<file path="config.mk">
export PLATFORM = sky130hd
export DESIGN_NAME = oais_cell
export DESIGN_NICKNAME = d
export VERILOG_FILES = /design/src/oais_pkg.sv /design/src/oais_cell.sv
export SDC_FILE = /design/constraint.sdc
export NUM_CORES = 1
export LEC_CHECK = 0
export BUFFER_PORTS_ARGS = -buffer_cell sky130_fd_sc_hd__buf_2
export CORE_MARGIN = 2
export CORE_UTILIZATION = 36
export DETAILED_ROUTE_END_ITERATION = 10
export GPL_ROUTABILITY_DRIVEN = 0
export GPL_TIMING_DRIVEN = 1
export PLACE_DENSITY_LB_ADDON = 0.25
export SETUP_SLACK_MARGIN = 0.2
export SLEW_MARGIN = 20
export SYNTH_ARGS = -nofsm -noshare
export SYNTH_HDL_FRONTEND = slang
export SYNTH_SLANG_ARGS = --single-unit
</file>
<file path="constraint.sdc">
create_clock -name clk_i -period 1.1 [get_ports clk_i]
set_input_delay 0.22 -clock clk_i [delete_from_list [all_inputs] [get_ports clk_i]]
set_output_delay 0.22 -clock clk_i [all_outputs]
set_load 0.05 [all_outputs]
</file>
<file path="src/oais_pkg.sv">
`timescale 1ns / 1ps
// ---------------------------------------------------------------------------
// oais_pkg
// Shared sizes, codes and types of the ordered word list with insert,
// update and first-match search.
// ---------------------------------------------------------------------------
package oais_pkg;

  // Storage size and derived widths
  localparam int DEPTH     = 256;
  localparam int IDX_W     = $clog2(DEPTH);
  localparam int PAD       = 1 << IDX_W;
  localparam int CNT_W     = $clog2(DEPTH + 1);

  // Request and response field widths
  localparam int OP_W      = 2;
  localparam int POS_W     = 9;
  localparam int WORD_W    = 32;
  localparam int STATUS_W  = 3;

  // Width for position against count compares
  localparam int CMP_W     = ((CNT_W > POS_W) ? CNT_W : POS_W) + 1;

  // Search wait: covers the compare row and every tree level
  localparam int WAIT_LAST = IDX_W + 1;
  localparam int WAIT_W    = $clog2(WAIT_LAST + 1);

  typedef enum logic [OP_W-1:0] {
    OP_INSERT = 2'd0,
    OP_UPDATE = 2'd1,
    OP_SEARCH = 2'd2
  } oais_op_e;

  typedef enum logic [STATUS_W-1:0] {
    STS_OK       = 3'd0,
    STS_FULL     = 3'd1,
    STS_BADPOS   = 3'd2,
    STS_EMPTY    = 3'd3,
    STS_NOTFOUND = 3'd4
  } oais_status_e;

  typedef enum logic {
    ST_IDLE   = 1'b0,
    ST_SEARCH = 1'b1
  } oais_state_e;

  // Per-cell write control
  typedef struct packed {
    logic load;   // cell takes a new word this cycle
    logic shift;  // new word comes from the lower neighbour, else from the request
  } oais_cell_ctrl_t;

endpackage

</file>
<file path="src/oais_cell.sv">
`timescale 1ns / 1ps
// ---------------------------------------------------------------------------
// oais_cell
// One list entry: holds a word, takes either the request word or its lower
// neighbour's word, and registers a match against the search key.
// ---------------------------------------------------------------------------
module oais_cell import oais_pkg::*; (
  input  logic                     clk_i,
  input  oais_cell_ctrl_t          ctrl_i,
  input  logic signed [WORD_W-1:0] shift_word_i,
  input  logic signed [WORD_W-1:0] new_word_i,
  input  logic signed [WORD_W-1:0] key_i,
  input  logic                     active_i,
  output logic signed [WORD_W-1:0] word_o,
  output logic                     hit_o
);

  logic signed [WORD_W-1:0] word_q;
  logic                     hit_q;

  // Entry storage (undefined until written)
  always_ff @(posedge clk_i) begin
    if (ctrl_i.load) begin
      word_q <= ctrl_i.shift ? shift_word_i : new_word_i;
    end
  end

  // Match flag, only for occupied entries
  always_ff @(posedge clk_i) begin
    hit_q <= active_i && (word_q == key_i);
  end

  assign word_o = word_q;
  assign hit_o  = hit_q;

endmodule

</file>
==> metrics.txt <==
initial core utilization=0.370; final worst setup slack=-225 ps; synthesized netlist net count=~210; net load switching power=0.00113 W; path type of the worst setup path=reg2reg; share of synthesized cell area in full adder, half adder and majority cells=0; count of H-tree levels built during CTS=2; number of iterations in the first detailed-routing pass=4; data arrival time at the worst-slack endpoint=roughly 1500 ps; largest driver fanout on the critical path=2; number of placement rows=25; via-per-instance ratio=4.71; register area share after synthesis=0.569; fraction of power consumed by the clock network=0.241; result of the run=complete, but fails checks; worst slack after detailed placement=-332 ps; most frequent cells in the layout=sky130_fd_sc_hd__buf_2, sky130_fd_sc_hd__mux2_4, sky130_fd_sc_hd__edfxtp_1; TritonCTS clock tree=done; clock-pin slew on the worst setup and hold paths=~60 ps; setup repair after global routing missed its margin=yes; Yosys warnings=0; fraction of synthesized area in multiplexers=0.209; worst r2r path cells=4; R2R Setup Slk=-230 ps; Max transition margin=0.788; Min-Delay Path Depth=3; Die Span X=around 73 um; number of distinct library cells after synthesis=13; maximum VDD drop=between 0.0008 and 0.0009 V; power density of the placed cells=1260 mW/mm^2; RR Startpoint=word_o[16]; Hold Path Origin=active_i; final-report hold violation count=0; Worst EP required=between 1000 and 1500 ps; worst clock skew=around 5.7 ps; fraction of power consumed by combinational cells=0.327; total track usage=0.153; switching part of the total=0.303; number of top-level pins=133; xor and xnor fraction of the mapped netlist area=0.163; failing checks=negative setup slack; routing usage on met2=0.273; net count reported at finish=approximately 360; HP Class=in2reg; final design instance area without fill=0.00297 mm^2; fraction of the mapped netlist area in compound gates=0; number of buffers inserted during clock tree synthesis=5; number of buffers inserted by port buffering=roughly 130; met3 demand-to-capacity share in global routing=0.0580; Max Clk Rate=755 MHz; DRT antenna net count=0; pin count of the biggest net entering global routing=33; end point of the most critical hold path=hit_o; simple-gate portion of the synthesized area=0.0436; Skew-Pair Late Insertion Delay=roughly 280 ps; post-detailed-placement half-perimeter wirelength=between 3000 and 4000 um; number of remaining DRC errors=0; register bit total from synthesis=33; average wire per standard cell=~13 um; slew of the pin with the lowest slew margin=316 ps; Syn Inst Count=between 100 and 150; most heavily used metal layer in global routing=met2; Setup crit end kind=register; Die Ht=between 70 and 80 um; final setup violation count=12; number of antenna violations at the first check in global routing=0; LEAKAGE=between 1 and 1.5 nW; layout cells sized above 1=0.716; met1 demand-to-capacity share in global routing=0.154; Power Internal=~0.0026 W; total negative slack=-611 ps; Root Buffer Master=sky130_fd_sc_hd__clkbuf_8; DRC marker count from the first detailed-route iteration=34; CTS Hold Buffers Added=0; number of global-route vias before repair=roughly 1500; Final Util=0.637; placeable core area=0.00466 mm^2; sequential cell fraction of total power=0.432; Area Growth Syn to Fin=72.3%; global route total overflow=0; final cycle utilization of the critical path=1.20; CP startpoint kind=register; Non-Filler Instances=311; Post-Place Cell Area=~0.0026 mm^2; number of placed cells counting well taps=300; DRT Wirelength=4160 um; Die Area=roughly 0.0054 mm^2; wire length of the first global-routing pass=~6100 um; Max Root-Sink Buffers=2; Pins Over Slew Limit=0; via count=between 1000 and 1500; minimum clock period after layout=roughly 1300 ps; worst r2r dst=hit_o; post-synthesis average cell area=around 15 um^2; count of inserted antenna diode cells=0; max-cap violation count=0; leading cell type in the layout, fill and taps excluded=sky130_fd_sc_hd__buf_2; main combinational cell family by area after synthesis=multiplexers; synthesized cell area=about 0.0017 mm^2; number of sinks handled by clock tree synthesis=33
[repair_timing]
item | CTS | global route
pin swaps | 0 | 2
endpoints found under the hold margin | 0 | 0
setup endpoints to repair | 34 | 34
gates resized for setup | 62 | 10
buffers inserted | 1 | 2
[critical path, cell delays in order, from the launching register on]
cell and delay (ps):
sky130_fd_sc_hd__edfxtp_1 400, sky130_fd_sc_hd__xor2_1 170, sky130_fd_sc_hd__nor4_2 360, sky130_fd_sc_hd__nand3_1 140
sky130_fd_sc_hd__nor3_2 180
[logic make-up after synthesis]
kind of cell              after synthesis
muxes                                  32
and+or+nand+nor                        12
DFF                                    33
xor gates and xnor gates               32
buffers and inverters                   4
[stage by stage]
stage / hold WS (ps) / power, W
2_1_floorplan: 332 / 0.00232
5_1_grt: 220 / 0.00389
4_1_cts: 208 / 0.00373
3_5_place_dp: 505 / 0.00267
6_report: 214 / 0.00373
3_3_place_gp: 503 / 0.00266
[sequential cells by signal, summed over array words and instances (netlist names)]
name,flops
word_o,32
hit_o,1
[power by group through the flow]
| stage | sequential, W | combinational, W | clock (W) |
|---|---|---|---|
| 6_report | 0.00161 | 0.00122 | 0.000899 |
| 5_1_grt | 0.00162 | 0.00129 | 0.000980 |
| 4_1_cts | 0.00161 | 0.00119 | 0.000931 |
| 3_5_place_dp | 0.00161 | 0.00106 | 0 |
| 3_3_place_gp | 0.00161 | 0.00105 | 0 |
| 2_1_floorplan | 0.00200 | 0.000319 | 0 |
[how the worst max path moves through the flow]
stage | from | endpoint | depth (start not counted)
5_1_grt | word_o[16] | hit_o | 4
6_report | word_o[16] | hit_o | 4
3_5_place_dp | word_o[0] | hit_o | 4
2_1_floorplan | word_o[16] | hit_o | 4
3_3_place_gp | word_o[4] | hit_o | 4
4_1_cts | word_o[16] | hit_o | 4
[layer usage]
layer | part of all wire | wire length (um) | vias to the layer above
met5 | 0 | 0 | -
met4 | 0.033 | 136 | 0
met3 | 0.085 | 353 | 12
met2 | 0.54 | 2240 | 72
met1 | 0.34 | 1420 | 675
li1 | - | - | 705
[cell usage after synthesis]
library cell               number  area [um^2]
sky130_fd_sc_hd__xnor2_1        1         8.76
sky130_fd_sc_hd__nor3_1         1         5.00
sky130_fd_sc_hd__nor3_2         1         10.0
sky130_fd_sc_hd__clkbuf_1       1         3.75
sky130_fd_sc_hd__nand3_1        2         10.0
sky130_fd_sc_hd__mux2_2        30          338
sky130_fd_sc_hd__xor2_1        31          272
sky130_fd_sc_hd__nor4_1         7         43.8
sky130_fd_sc_hd__buf_4          3         22.5
sky130_fd_sc_hd__edfxtp_1      32          961
sky130_fd_sc_hd__dfxtp_1        1         20.0
sky130_fd_sc_hd__nand4_1        1         6.26
sky130_fd_sc_hd__mux2_1         2         22.5
[area by class of cell]
cell class,count,area (um^2)
timing repair buffer,140,962
multi-input combinational,76,867
clock buffer,8,90.1
sequential,33,981
fill,374,1690
tap,54,67.6
No activity file was read; power rests on OpenSTA's default activity.
