## src/oais_pkg.sv

```systemverilog
`timescale 1ns / 1ps
// ---------------------------------------------------------------------------
// oais_pkg
// Shared sizes, codes and types of the ordered word list with insert,
// update and first-match search.
// ---------------------------------------------------------------------------
package oais_pkg;

  // Storage size and derived widths
  localparam int DEPTH     = 256;
  localparam int IDX_W     = $clog2(DEPTH);
  localparam int PAD       = 1 << IDX_W;
  localparam int CNT_W     = $clog2(DEPTH + 1);

  // Request and response field widths
  localparam int OP_W      = 2;
  localparam int POS_W     = 9;
  localparam int WORD_W    = 32;
  localparam int STATUS_W  = 3;

  // Width for position against count compares
  localparam int CMP_W     = ((CNT_W > POS_W) ? CNT_W : POS_W) + 1;

  // Search wait: covers the compare row and every tree level
  localparam int WAIT_LAST = IDX_W + 1;
  localparam int WAIT_W    = $clog2(WAIT_LAST + 1);

  typedef enum logic [OP_W-1:0] {
    OP_INSERT = 2'd0,
    OP_UPDATE = 2'd1,
    OP_SEARCH = 2'd2
  } oais_op_e;

  typedef enum logic [STATUS_W-1:0] {
    STS_OK       = 3'd0,
    STS_FULL     = 3'd1,
    STS_BADPOS   = 3'd2,
    STS_EMPTY    = 3'd3,
    STS_NOTFOUND = 3'd4
  } oais_status_e;

  typedef enum logic {
    ST_IDLE   = 1'b0,
    ST_SEARCH = 1'b1
  } oais_state_e;

  // Per-cell write control
  typedef struct packed {
    logic load;   // cell takes a new word this cycle
    logic shift;  // new word comes from the lower neighbour, else from the request
  } oais_cell_ctrl_t;

endpackage

```

## src/oais_prio_tree.sv

```systemverilog
`timescale 1ns / 1ps
// ---------------------------------------------------------------------------
// oais_prio_tree
// Registered binary tree that finds the lowest-index set match flag.
// One register level per tree level, from the leaf pairs up to the root.
// ---------------------------------------------------------------------------
module oais_prio_tree import oais_pkg::*; (
  input  logic             clk_i,
  input  logic [DEPTH-1:0] hit_i,
  output logic             hit_o,
  output logic [IDX_W-1:0] idx_o
);

  logic [PAD-1:0]   leaf_hit;
  logic             node_hit_q [1:PAD-1];
  logic [IDX_W-1:0] node_idx_q [1:PAD-1];

  // Pad leaves up to a power of two
  always_comb begin
    leaf_hit              = '0;
    leaf_hit[DEPTH-1:0]   = hit_i;
  end

  // Node k merges children 2k and 2k+1, lower child wins
  for (genvar k = 1; k < PAD; k++) begin : g_node
    if (2 * k >= PAD) begin : g_leaf
      localparam int L = 2 * k - PAD;
      always_ff @(posedge clk_i) begin
        node_hit_q[k] <= leaf_hit[L] | leaf_hit[L+1];
        node_idx_q[k] <= leaf_hit[L] ? IDX_W'(L) : IDX_W'(L + 1);
      end
    end else begin : g_inner
      always_ff @(posedge clk_i) begin
        node_hit_q[k] <= node_hit_q[2*k] | node_hit_q[2*k+1];
        node_idx_q[k] <= node_hit_q[2*k] ? node_idx_q[2*k] : node_idx_q[2*k+1];
      end
    end
  end

  assign hit_o = node_hit_q[1];
  assign idx_o = node_idx_q[1];

endmodule

```

## config.mk

```make
export PLATFORM = sky130hd
export DESIGN_NAME = oais_prio_tree
export DESIGN_NICKNAME = d
export VERILOG_FILES = /design/src/oais_pkg.sv /design/src/oais_prio_tree.sv
export SDC_FILE = /design/constraint.sdc
export NUM_CORES = 1
export LEC_CHECK = 0
export ABC_AREA = 1
export BUFFER_PORTS_ARGS = -buffer_cell sky130_fd_sc_hd__clkbuf_2
export CAP_MARGIN = 20
export CORE_UTILIZATION = 40
export CTS_CLUSTER_DIAMETER = 120
export CTS_CLUSTER_SIZE = 20
export DETAILED_ROUTE_END_ITERATION = 8
export SYNTH_ARGS = -nofsm -noshare
export SYNTH_HDL_FRONTEND = slang
export SYNTH_SLANG_ARGS = --single-unit
```

## constraint.sdc

```tcl
create_clock -name clk_i -period 1.4 [get_ports clk_i]
set_input_delay 0.28 -clock clk_i [delete_from_list [all_inputs] [get_ports clk_i]]
set_output_delay 0.28 -clock clk_i [all_outputs]
set_load 0.005 [all_outputs]
```

==> run metrics, run 1 <==
outcome finished, violations left; violated checks setup timing; met2 wire length 18000 um; number of cells produced by synthesis 2019; total of warnings raised by yosys 0; Max Buffers Root-to-Sink 3; post-route standard cell area excluding fillers 26400 um^2; initial antenna violation count 0; power density relative to cell area 1390 nW/um^2; final setup margin -0.00243 ns; Syn Std Cell Area roughly 21000 um^2; max incr delay on CP 0.60 ns; Die Area 52400 um^2; most frequent CP cell dlygate4sd3_1; total clock buffers created by CTS 43; Period Utilization, post-route 1.00; Residual DRC 0; arrival time reported for the critical path endpoint 1.85 ns; overall routed net length around 37000 um; Critical Path Sink Type flip-flop; worst hold endpoint node_idx_q[0][1928]; part of the total power dissipated in sequential elements 0.624; area growth from synthesis to layout 28.4%; number of top-level pins approximately 270; setup slack of the most critical reg-to-reg path 0.50 ns; setup slack at placement 0.512 ns; uppermost metal layer occupied by signal nets met4; worst skew pair latency 0.58 ns; Via-to-Cell Ratio 4.03; vias in the first global route 13.7k; fmax around 0.71 GHz; post-route antenna net violation count 0; global route overflow 0; ratio of cells with drive above 1 in the final layout 0.220; row count between 80 and 90; Worst Setup Start Kind input port; Max Transition Viols Final 0; highest ir drop seen on vdd 852 uV; CTS H-tree depth 2; clock tree root driver cell clkbuf_16; hold path start hit_i[226]; critical path start-end classification in -> reg; top fanout value on the critical path 1; wire length of the first global-routing pass 61200 um; critical path data required time 1.85 ns; clock input transition at the sequential cells of the worst setup and hold paths 0.08 ns; effective utilization at floorplan 0.408; count of different cell masters after synthesis 9; Total Nets Final approximately 2.8k; final hold viol count 0; 1st-pass router iterations 5; P_int about 29000 uW; number of I/O port buffers roughly 270; FF-to-FF End node_idx_q[0][27]; Total Routing Usage GR 0.143; Core Region 50500 um^2; M1 WL 15500 um; syn_area_per_cell 10.2 um^2; RR Startpoint node_hit_q[0][6]; Post-Syn Nets ~2.3k; final weighted congestion in routability-driven placement 0.779; PnR Total Power 36700 uW; cell area reported after detailed placement 22700 um^2; via count 13.1k; final setup violation count 1; Die Y-Extent 229 um; Period minus WS final 1.40 ns; die span in x 229 um; TritonCTS clock tree built; Sw Ratio 0.201; detailed placement HPWL about 23000 um; unrepaired setup endpoints after global routing false; path type of the worst min-delay path in -> reg; worst rel slew slack 0.741; Comb pwr share 0.050; Starting DRT DRC Count around 380; count of placed standard cells including taps 2945; Cell Chain, Critical Path dlygate4sd3_1 -> clkbuf_2 -> or2_2 -> dlygate4sd3_1; Final Skew 0.0125 ns; maximum capacitance violations 0; final cell count without fillers 3255; count of buffers added by post-CTS timing repair for setup 0; proportion of synthesized chip area in sequential cells 0.736; number of cells on the worst reg-to-reg path 3; average wire length per cell after detail routing 11.2 um; slowest stage cell on the critical path dlygate4sd3_1; Detail Route met3 WL ~1300 um; count of inserted antenna diode cells 0; Sum Neg Setup Slack -0.00243 ns; pin slew with the least headroom to its limit 0.389 ns; clock tree sinks between 700 and 800; FF+latch count, synth about 760; largest net degree at the start of global routing 21; Clock Power Share 0.326; leakage power 0.0134 uW; switching pwr 7370 uW; cell depth of the worst min-delay path 3
==> repair_timing <==
item,in CTS,in global routing
hold buffers,263,0
setup endpoints to repair,0,0
gates resized for setup,0,0
endpoints found under the hold margin,256,0
==> routing by layer <==
layer / vias to the layer above / track usage
li1: 6950 / -
met1: 5794 / 0.160
met2: 254 / 0.257
met3: 118 / 0.0237
met4: 0 / 0.0775
met5: - / 0
==> area by class of cell <==
cell class	instances	area, um^2
Fill cell	4363	24100
Sequential cell	757	15200
Multi-Input combinational cell	996	4380
Timing Repair Buffer	528	3960
Clock buffer	44	1100
Inverter	255	960
Tap cell	672	841
Clock inverter	3	30.0
==> cell usage after synthesis <==
master     n  share of area
buf_6      3         0.0016
inv_2      6         0.0011
dfxtp_1  757           0.74
or2_2    248          0.075
inv_1    248          0.045
buf_4      8         0.0029
or2_1      7         0.0021
inv_4      1        0.00030
nand2_1  741           0.14
==> power by group through the flow <==
| stage | Sequential, uW | Combinational, uW | Clock, uW |
|---|---|---|---|
| after floorplan | 23300 | 661 | 0 |
| after global routing | 23000 | 2050 | 13200 |
| final | 22900 | 1820 | 12000 |
| after CTS | 22900 | 1790 | 12500 |
| after detailed placement | 23400 | 1210 | 0 |
| after global placement | 23400 | 1190 | 0 |
==> cell usage in the layout, fill, tap and decap left out, types with 6 or more instances in the layout <==
cell,n
dfxtp_1,757
nand2_1,741
clkbuf_2,265
dlygate4sd3_1,263
inv_1,248
or2_2,248
clkbuf_16,44
or2_1,7
inv_2,6
==> critical path, delay by kind of cell <==
kind | cells | cell delay (ns)
buffers and inverters | 3 | 1.27
AND/OR/NAND/NOR | 1 | 0.30
==> kinds of logic (layout without fill, tap and decap cells) <==
| group | count (synthesis) | in the layout | share of synthesized area |
|---|---|---|---|
| flip-flops | 757 | 757 | 0.736 |
| AND/OR/NAND/NOR | 996 | 996 | 0.213 |
| buffers and inverters | 266 | 830 | 0.0512 |
==> worst max-delay path by stage <==
stage	depth (start not counted)	slack (ns)	end	from
global route	1	0.02	idx_o[2]	node_idx_q[0][10]
detailed placement	3	0.51	node_idx_q[0][14]	node_hit_q[0][2]
CTS	1	0.03	idx_o[4]	node_idx_q[0][12]
floorplan	2	0.66	node_hit_q[0][1]	node_hit_q[0][2]
global placement	3	0.50	node_idx_q[0][10]	node_hit_q[0][2]
finish	4	-0.002	node_hit_q[1][39]	hit_i[79]
==> per-stage QoR <==
| step | util | hold WS (ns) |
|---|---|---|
| 2_1_floorplan | - | 0.337 |
| 3_3_place_gp | 0.449 | 0.389 |
| 3_5_place_dp | 0.449 | 0.390 |
| 4_1_cts | 0.523 | 0.340 |
| 5_1_grt | 0.523 | 0.376 |
| 6_report | 0.523 | 0.388 |
==> state kept, by name, indices dropped and copies added, names as in the netlist <==
signal,count
node_hit_q,255
node_idx_q,502
No activity file was read; power rests on OpenSTA's default activity.
==> inputs of run 2 (changes only) <==
Settings changed: ABC_AREA 1 to unset.
==> run 2 against run 1 <==
Net effect: the flow now finishes without violations; via count shrank 17%; register-to-register slack lost 0.16 ns; count of clock-buffer cells in the layout is the same; die area grew 0.91%; combinational power is essentially flat; clock power is essentially flat; critical path type is now reg -> out; largest cell class unchanged.
==> run metrics, run 2 <==
arrival time reported for the critical path endpoint 1.03 ns; clock input transition at the sequential cells of the worst setup and hold paths 0.09 ns; compound-gate portion of the synthesized area 0; syn_area_per_cell 13.6 um^2; Final Skew 0.0165 ns; mux cell area share after synthesis 0.141; CTS H-tree depth 2; Sum Neg Setup Slack 0 ns; cell depth of the worst min-delay path 1; Die Y-Extent 230 um; Period Utilization, post-route 0.932; count leader, synth dfxtp_1; count of different cell masters after synthesis 8; TritonCTS clock tree built; Period minus WS final 1.31 ns; critical path data required time between 1 and 1.5 ns; instance count on the critical path 1; prevailing post-synth register cell dfxtp_1; worst rel slew slack 0.691; switching pwr between 7000 and 8000 uW; Worst Setup Start Kind flip-flop; Sw Ratio 0.198; Total Routing Usage GR 0.133; most area-hungry cell type in the Yosys netlist dfxtp_1; Post-Syn Nets 1786; P_int 29500 uW; count of buffers added by post-CTS timing repair for setup 0; total clock buffers created by CTS 43; final weighted congestion in routability-driven placement 0.739; maximum capacitance violations 0; row count 83; proportion of synthesized chip area in sequential cells 0.730; critical path start-end classification reg -> out; number of I/O port buffers about 270; Cell Chain, Critical Path clkbuf_2; total of warnings raised by yosys 0; final hold viol count 0; overall routed net length 34400 um; commonest non-fill, non-tap cell in the layout dfxtp_1; largest net degree at the start of global routing 21; quantity of hold-fixing buffers added after cts 256; max incr delay on CP 0.32 ns; slowest stage cell on the critical path dfxtp_1; initial antenna violation count 1; clock tree root driver cell clkbuf_16; power density relative to cell area about 1400 nW/um^2; cell family contributing the most delay on the critical path flip-flops; ratio of cells with drive above 1 in the final layout 0.390; area share of fa/ha/maj cells after synthesis 0; Critical Path Sink Type output pin; share of flip-flops with an asynchronous set or reset after synthesis 0; global route overflow 0; simple logic cell fraction of the synthesized area 0.0768; part of the total power dissipated in sequential elements 0.623; Core Region 51300 um^2; post-synthesis share of cell area spent on xor and xnor gates 0; Die Area around 53000 um^2; post-route antenna net violation count 0; area growth from synthesis to layout 27.6%; final setup violation count 0; Comb pwr share 0.049; highest ir drop seen on vdd 865 uV; fmax 0.766 GHz; path type of the worst min-delay path reg -> reg; Starting DRT DRC Count 272; number of flip-flops in the largest register between 500 and 600; clock tree sinks 757; main area contributors after synthesis dfxtp_1 (73%), mux2_2 (11%), or2_2 (7.6%); Total Nets Final roughly 2.3k; Max Transition Viols Final 0; leakage power 0.0126 uW; Yosys top cell area share 0.730; Max Buffers Root-to-Sink 3; most used cells in the layout excluding fill and tap cells dfxtp_1 (757), clkbuf_2 (265), dlygate4sd3_1 (256), inv_1 (255), or2_2 (254); number of cells on the worst reg-to-reg path 1; detailed placement HPWL 21500 um; worst skew pair latency 0.58 ns; via count 10.9k; Residual DRC 0; pin slew with the least headroom to its limit 0.464 ns; number of cells produced by synthesis 1529; 1st-pass router iterations 4; effective utilization at floorplan 0.405; FF+latch count, synth 757; top fanout value on the critical path 1; wire length of the first global-routing pass 56900 um; register ranked first by flip-flop count node_idx_q; average wire length per cell after detail routing 12.5 um; Syn Std Cell Area 20800 um^2; main combinational cell family by area after synthesis multiplexers; vias in the first global route 11.9k; Clock Power Share 0.328; registers with the highest flip-flop counts node_idx_q (502), node_hit_q (255); EDFF count, synth 0; Gates resized, CTS repair 0; Via-to-Cell Ratio 3.96; ranking of synthesized cells by instance count dfxtp_1 (757), inv_1 (255), or2_2 (254); outcome complete, no violations; die span in x ~230 um; unrepaired setup endpoints after global routing false; number of buffer and inverter stages on the critical path 1; PnR Total Power 36700 uW; number of top-level pins 266
[run 2: logic make-up (layout without fill, tap and decap cells)]
kind of cell | count (synthesis) | after routing
mux | 247 | 247
buf+inv | 270 | 823
other cells | 0 | 1
simple gates | 255 | 255
flops | 757 | 757
[run 2: cell type report]
| class | count | area [um^2] |
|---|---|---|
| antenna | 1 | 2.50 |
| clock buffer | 44 | 1100 |
| clock inverter | 3 | 30.0 |
| fill | 4302 | 24800 |
| inverter | 255 | 957 |
| multi-input combinational | 502 | 4520 |
| sequential | 757 | 15200 |
| tap | 680 | 851 |
| timing repair buffer | 521 | 3890 |
[run 2: power by group through the flow]
stage | sequential, uW | clock, uW | combinational (uW)
CTS | 22900 | 12600 | 1790
global placement | 23400 | 0 | 1200
finish | 22900 | 12000 | 1810
floorplan | 23200 | 0 | 711
detailed placement | 23400 | 0 | 1220
global route | 23000 | 13400 | 1980
[run 2: through the flow]
stage / cell area [um^2] / utilization / setup slack, ns / hold WS [ns] / std cells
CTS: 26500 / 0.517 / 0.0386 / 0.345 / 2762
floorplan: 20800 / - / 0.547 / 0.337 / 1529
finish: 26500 / 0.517 / 0.0947 / 0.390 / 2763
global route: 26500 / 0.517 / 0.0268 / 0.361 / 2763
detailed placement: 22800 / 0.445 / 0.330 / 0.380 / 2459
global placement: 22800 / 0.445 / 0.384 / 0.377 / 2459
[run 2: worst paths after layout]
path,from,to,slack (ns)
min reg2reg,node_hit_q[1][84],node_idx_q[0][849],0.39
max reg2reg,node_hit_q[0][2],node_idx_q[0][8],0.34
max,node_idx_q[0][12],idx_o[4],0.09
min,node_hit_q[1][84],node_idx_q[0][849],0.39
[run 2: layer usage]
layer,share of wire,routed length [um],track usage
met1,0.43,14900,0.154
met2,0.50,17000,0.237
met3,0.038,1320,0.0290
met4,0.035,1190,0.0548
met5,0,0,0
